--- src/hw/rtl/fpst_pkg.sv ---
`timescale 1ns / 1ps
// ============================================================================
// fpst_pkg
// Shared types and constants of the frame-slot PRB/UE schedule table.
// ============================================================================
`default_nettype none

package fpst_pkg;

    localparam int MAX_UES   = 8;
    localparam int UE_W      = 3;
    localparam int MCS_W     = 5;
    localparam int PRB_W     = 5;
    localparam int FN_W      = 32;
    localparam int BMAP_W    = 32;
    localparam int OP_W      = 3;
    localparam int CNT_W     = 4;
    localparam int DIV_BITS  = 8;
    localparam int DIV_STEPS = FN_W / DIV_BITS;
    localparam int MCS_ENT_W = 2 * MCS_W;
    localparam int PADDR_W   = 4;
    localparam int PDATA_W   = 32;
    localparam int CFG_IDX_W = 2;

    localparam logic [OP_W-1:0] OP_WRITE  = 3'd0;
    localparam logic [OP_W-1:0] OP_BIT    = 3'd1;
    localparam logic [OP_W-1:0] OP_MAP    = 3'd2;
    localparam logic [OP_W-1:0] OP_LIST   = 3'd3;
    localparam logic [OP_W-1:0] OP_MCS    = 3'd4;
    localparam logic [OP_W-1:0] OP_REINIT = 3'd5;

    localparam logic [CFG_IDX_W-1:0] CFG_UE_COUNT     = 2'd0;
    localparam logic [CFG_IDX_W-1:0] CFG_STREAM_COUNT = 2'd1;
    localparam logic [CFG_IDX_W-1:0] CFG_DEF_UL_MCS   = 2'd2;
    localparam logic [CFG_IDX_W-1:0] CFG_DEF_DL_MCS   = 2'd3;

    typedef struct packed {
        logic [OP_W-1:0]   op;
        logic [FN_W-1:0]   frame_number;
        logic [PRB_W-1:0]  prb_index;
        logic [UE_W-1:0]   ue_index;
        logic [BMAP_W-1:0] prb_bitmap;
        logic [MCS_W-1:0]  uplink_mcs;
        logic [MCS_W-1:0]  downlink_mcs;
    } t_req;

    typedef struct packed {
        logic               scheduled;
        logic [MAX_UES-1:0] ue_map;
        logic [UE_W-1:0]    listed_ue;
        logic               list_empty;
        logic [MCS_W-1:0]   ul_mcs_out;
        logic [MCS_W-1:0]   dl_mcs_out;
        logic               error;
        logic               last;
    } t_rsp;

    typedef struct packed {
        logic [CNT_W-1:0] ue_count;
        logic [CNT_W-1:0] stream_count;
        logic [MCS_W-1:0] default_ul_mcs;
        logic [MCS_W-1:0] default_dl_mcs;
    } t_cfg;

    localparam t_cfg CFG_RST = '{
        ue_count:       4'd8,
        stream_count:   4'd4,
        default_ul_mcs: 5'd10,
        default_dl_mcs: 5'd10
    };

    typedef struct packed {
        logic load;
        logic div_step;
        logic exec;
        logic list_step;
        logic fill_step;
        logic fill_default;
        logic fill_emit;
    } t_cmd;

    typedef struct packed {
        logic [OP_W-1:0] op;
        logic            map_empty;
        logic            list_last;
        logic            fill_last;
    } t_sts;

endpackage

`default_nettype wire

--- src/hw/rtl/fpst_ctrl.sv ---
`timescale 1ns / 1ps
// ============================================================================
// fpst_ctrl
// Sequencer: table fill sweep, slot reduction, table read, result issue.
// ============================================================================
`default_nettype none

module fpst_ctrl (
    input  wire logic          i_clk,
    input  wire logic          i_rst_n,
    input  wire logic          i_start,
    input  wire fpst_pkg::t_sts i_sts,
    output fpst_pkg::t_cmd     o_cmd,
    output logic               o_busy
);

    localparam int ST_W = 3;
    localparam logic [ST_W-1:0] S_FILL_RST = 3'd0;
    localparam logic [ST_W-1:0] S_IDLE     = 3'd1;
    localparam logic [ST_W-1:0] S_DIV      = 3'd2;
    localparam logic [ST_W-1:0] S_READ     = 3'd3;
    localparam logic [ST_W-1:0] S_EXEC     = 3'd4;
    localparam logic [ST_W-1:0] S_LIST     = 3'd5;
    localparam logic [ST_W-1:0] S_FILL_OP  = 3'd6;

    localparam int DC_W = (fpst_pkg::DIV_STEPS > 1) ? $clog2(fpst_pkg::DIV_STEPS) : 1;

    logic [ST_W-1:0] r_state, n_state;
    logic [DC_W-1:0] r_div_cnt, n_div_cnt;

    always_comb begin
        n_state   = r_state;
        n_div_cnt = r_div_cnt;
        o_cmd     = '0;
        case (r_state)
            S_FILL_RST: begin
                o_cmd.fill_step    = 1'b1;
                o_cmd.fill_default = 1'b1;
                if (i_sts.fill_last) begin
                    n_state = S_IDLE;
                end
            end
            S_IDLE: begin
                if (i_start) begin
                    o_cmd.load = 1'b1;
                    n_div_cnt  = '0;
                    n_state    = S_DIV;
                end
            end
            S_DIV: begin
                o_cmd.div_step = 1'b1;
                n_div_cnt      = r_div_cnt + DC_W'(1);
                if (r_div_cnt == DC_W'(fpst_pkg::DIV_STEPS - 1)) begin
                    n_state = S_READ;
                end
            end
            S_READ: begin
                n_state = S_EXEC;
            end
            S_EXEC: begin
                if (i_sts.op == fpst_pkg::OP_REINIT) begin
                    n_state = S_FILL_OP;
                end else begin
                    o_cmd.exec = 1'b1;
                    if (i_sts.op == fpst_pkg::OP_LIST && !i_sts.map_empty
                            && !i_sts.list_last) begin
                        n_state = S_LIST;
                    end else begin
                        n_state = S_IDLE;
                    end
                end
            end
            S_LIST: begin
                o_cmd.list_step = 1'b1;
                if (i_sts.list_last) begin
                    n_state = S_IDLE;
                end
            end
            S_FILL_OP: begin
                o_cmd.fill_step = 1'b1;
                if (i_sts.fill_last) begin
                    o_cmd.fill_emit = 1'b1;
                    n_state         = S_IDLE;
                end
            end
            default: begin
                n_state = S_IDLE;
            end
        endcase
    end

    always_ff @(posedge i_clk) begin
        if (!i_rst_n) begin
            r_state   <= S_FILL_RST;
            r_div_cnt <= '0;
        end else begin
            r_state   <= n_state;
            r_div_cnt <= n_div_cnt;
        end
    end

    assign o_busy = (r_state != S_IDLE);

endmodule

`default_nettype wire

--- config.mk ---
export PLATFORM = sky130hd
export DESIGN_NAME = fpst_ctrl
export DESIGN_NICKNAME = d
export VERILOG_FILES = /design/src/hw/rtl/fpst_pkg.sv /design/src/hw/rtl/fpst_ctrl.sv
export SDC_FILE = /design/constraint.sdc
export NUM_CORES = 1
export LEC_CHECK = 0
export ABC_AREA = 1
export BUFFER_PORTS_ARGS = -buffer_cell sky130_fd_sc_hd__buf_2
export CAP_MARGIN = 0
export CORE_AREA = 4 4 41 43
export DETAILED_ROUTE_END_ITERATION = 8
export DIE_AREA = 0 0 45 47
export HOLD_SLACK_MARGIN = 0.15
export SETUP_SLACK_MARGIN = 0.3
export SLEW_MARGIN = 0
export SYNTH_ARGS = -nofsm -noshare
export SYNTH_HDL_FRONTEND = slang
export SYNTH_SLANG_ARGS = --single-unit
--- constraint.sdc ---
create_clock -name i_clk -period 1.5 [get_ports i_clk]
set_clock_uncertainty 0.15 [all_clocks]
set_input_delay 0.075 -clock i_clk [delete_from_list [all_inputs] [get_ports i_clk]]
set_output_delay 0.075 -clock i_clk [all_outputs]
set_load 0.005 [all_outputs]
==> results.py <==
metrics = {
    "die": {
        "start_util_pct": 33.6,
        "boundaryPins": 17,
        "die_x_um": 45,
        "rows": 13,
        "dieArea_um2": 2120,
        "core_region_area_um2": 1300,
        "die_h_um": 47,
    },
    "grt": {
        "grt_antenna_before_repair": 0,
        "grt_pass1_vias": 515,
        "grt_max_degree": 8,
        "grt_pass1_wl_um": 2000,
        "grt-ovfl-total": 0,
        "track_usage_pct": 13.2,
    },
    "synthesis": {
        "synth_area_per_cell_um2": 6.15,
        "seq_area_frac_synth_pct": 22.9,
        "ys_warn_count": 0,
        "synth_cell_types": 19,
        "synthesis.nets": 81,
        "synthCells": 71,
        "ys_ff_latch": 5,
        "syn-cell-area_um2": 437,
    },
    "power": {
        "cellLeakagePower_uw": 0.000395,
        "p_per_area_nw_per_um2": 2060,
        "vdd_drop_max_v": 0.00122,
        "finalPower_uw": 1640,
    },
    "worst_setup_path": {
        "slowest_stage": "dfxtp_4",
        "worst_ep_required_time_ns": 1.27,
        "crit_path_cell_trace": "nor2_4, nand2_4, nor2_4, buf_2",
        "path_depth": 4,
        "timing.critical_path.from": "r_state[1]",
        "startpoint_type": "flop",
        "cp_num_buf_inv": 1,
        "crit_path_max_incr_delay_ns": 0.39,
        "arrival_ns": 1.06,
        "r2r_start": "r_state[1]",
        "crit_type": "flop to primary output",
        "path_max_fanout": 7,
        "cpLargestDelayFamily": "flip-flops",
        "reg2regPathDepth": 8,
        "setup.worst_path.end_class": "primary output",
        "cpMostUsedCell": "nor2_4",
    },
    "routing": {
        "routed_via_density": 4.88,
        "drc": 0,
        "drtPass1Iterations": 4,
        "ant_nets": 0,
        "dr_total_vias": 576,
        "drtIter0Drc": 10,
        "routed_wl_um": 1390,
        "wire_per_inst_um": 11.8,
    },
    "cts": {
        "cts-root-buf": "clkbuf_4",
        "clkSinkCount": 5,
        "cts_buffer_depth": 2,
        "cts_tree": "yes",
        "holdBufCountCts": 5,
        "numCtsBuffers": 3,
        "cts-htree-levels": 1,
        "clk_latency_ns": 0.25,
        "clkTransAtPathRegs_ns": 0.05,
    },
    "cells_and_area": {
        "n_antenna_cell": 0,
        "nets": 114,
        "areaGrowthSynthToFinish_pct": 83.1,
        "final_cell_mix": "15 x buf_2, 11 x nand2_1, 9 x nor2_1",
        "fillers": 118,
        "drive_gt1_share_pct": 58.3,
        "layout_commonest_cell": "buf_2",
    },
    "place": {
        "port_buffers": 16,
        "hpwl_um": 909,
        "place.gp.congestion": 0.805,
    },
    "sta": {
        "tns_ns": 0,
        "clock.fmax_ghz": 0.777,
        "drv_slew": 0,
        "rsz0062_at_grt": "yes",
        "slew_headroom_pct": 81.4,
        "period_needed_ns": 1.29,
        "finalHoldViolations": 0,
        "finalCritPeriodShare_pct": 85.8,
        "finalSetupViolCount": 0,
        "worstMarginPinSlew_ns": 0.278,
    },
    "worst_hold_path": {
        "hold_path_class": "input pin to flop",
        "holdPathStages": 6,
        "worstHoldStart": "i_sts[4]",
    },
    "flow_run": {
        "cap_violations": 0,
    },
    "outcome": {
        "status": "finished clean",
    },
}
[cell type report]
type / count / area, um^2 / share of cell area [%]
multi-input cells: 54 / 388 / 48.5
repair buffers: 29 / 204 / 25.5
flip-flops and latches: 5 / 111 / 13.9
inverters: 11 / 51.3 / 6.42
clock buffers: 4 / 26.3 / 3.29
well taps: 15 / 18.8 / 2.35
[repair_timing]
action | 4_1_cts | 5_1_grt
endpoints found under the hold margin | 5 | 1
resized for setup | 8 | 28
buffers inserted | 6 | 2
gates cloned | 0 | 0
endpoints found under the setup margin | 13 | 13
pin swaps | 4 | 9
[synthesized netlist by cell type, drive strengths merged]
master,instances,area (um^2)
nor2,16,72.6
dfxtp,5,100
nand4,1,6.26
nand3b,1,7.51
o21ai,3,15.0
ha,1,12.5
nor3,2,15.0
nand3,8,60.1
inv,11,41.3
nand2,18,75.1
buf,1,11.3
a21oi,4,20.0
[metrics by stage]
| stage | area [um^2] | setup WS (ns) | hold slack (ns) | util (%) | std cells |
|---|---|---|---|---|---|
| final | 800 | 0.212 | 0.147 | 61.4 | 118 |
| after global routing | 800 | 0.139 | 0.167 | 61.4 | 118 |
| after CTS | 672 | 0.200 | 0.109 | 51.6 | 116 |
| after detailed placement | 533 | 0.0873 | 0.191 | 41.0 | 101 |
| after global placement | 533 | 0.122 | 0.185 | 41.0 | 101 |
| after floorplan | 445 | 0.311 | 0.0380 | - | 71 |
[cell families after synthesis]
group                      count (synthesis)  share of synthesized area [%]
DFF                                        5                           22.9
adders and majority gates                  1                           2.86
buffers and inverters                     12                           12.0
and+or+nand+nor                           46                           54.2
AOI/OAI and AO/OA                          7                           8.02
[path summary, 6_finish.rpt]
| path | slack [ns] | end |
|---|---|---|
| worst max-delay path | 0.21 | o_cmd[4] |
| worst min-delay path | 0.15 | r_state[1] |
| worst max register to register | 0.21 | r_state[2] |
| worst min register to register | 0.32 | r_div_cnt[1] |
[power by group]
group          switching [uW]  internal (uW)
logic                     598            542
registers                 138            207
clock network            59.0            101
[metal layers]
| metal | global-route usage (%) | up-vias | part of all wire, % |
|---|---|---|---|
| met3 | 6.90 | 0 | 5.9 |
| met1 | 14.8 | 268 | 42 |
| met4 | 1.75 | 0 | 0 |
| li1 | - | 292 | - |
| met5 | 0 | - | 0 |
| met2 | 22.9 | 16 | 52 |
[state kept, by name, indices dropped and copies added, names as in the netlist]
register   cells
r_div_cnt      2
r_state        3
[worst register-to-register path: stages, from the launching register on]
cell and delay, ns:
dfxtp_4 0.39, nor2_4 0.15, nand2_2 0.09, nand2_4 0.09, nand2_4 0.06, nand3_2 0.08, nand2_2 0.06, nand2_1 0.06
nor2_1 0.04
Note: power is estimated with default switching activity, not from simulation.
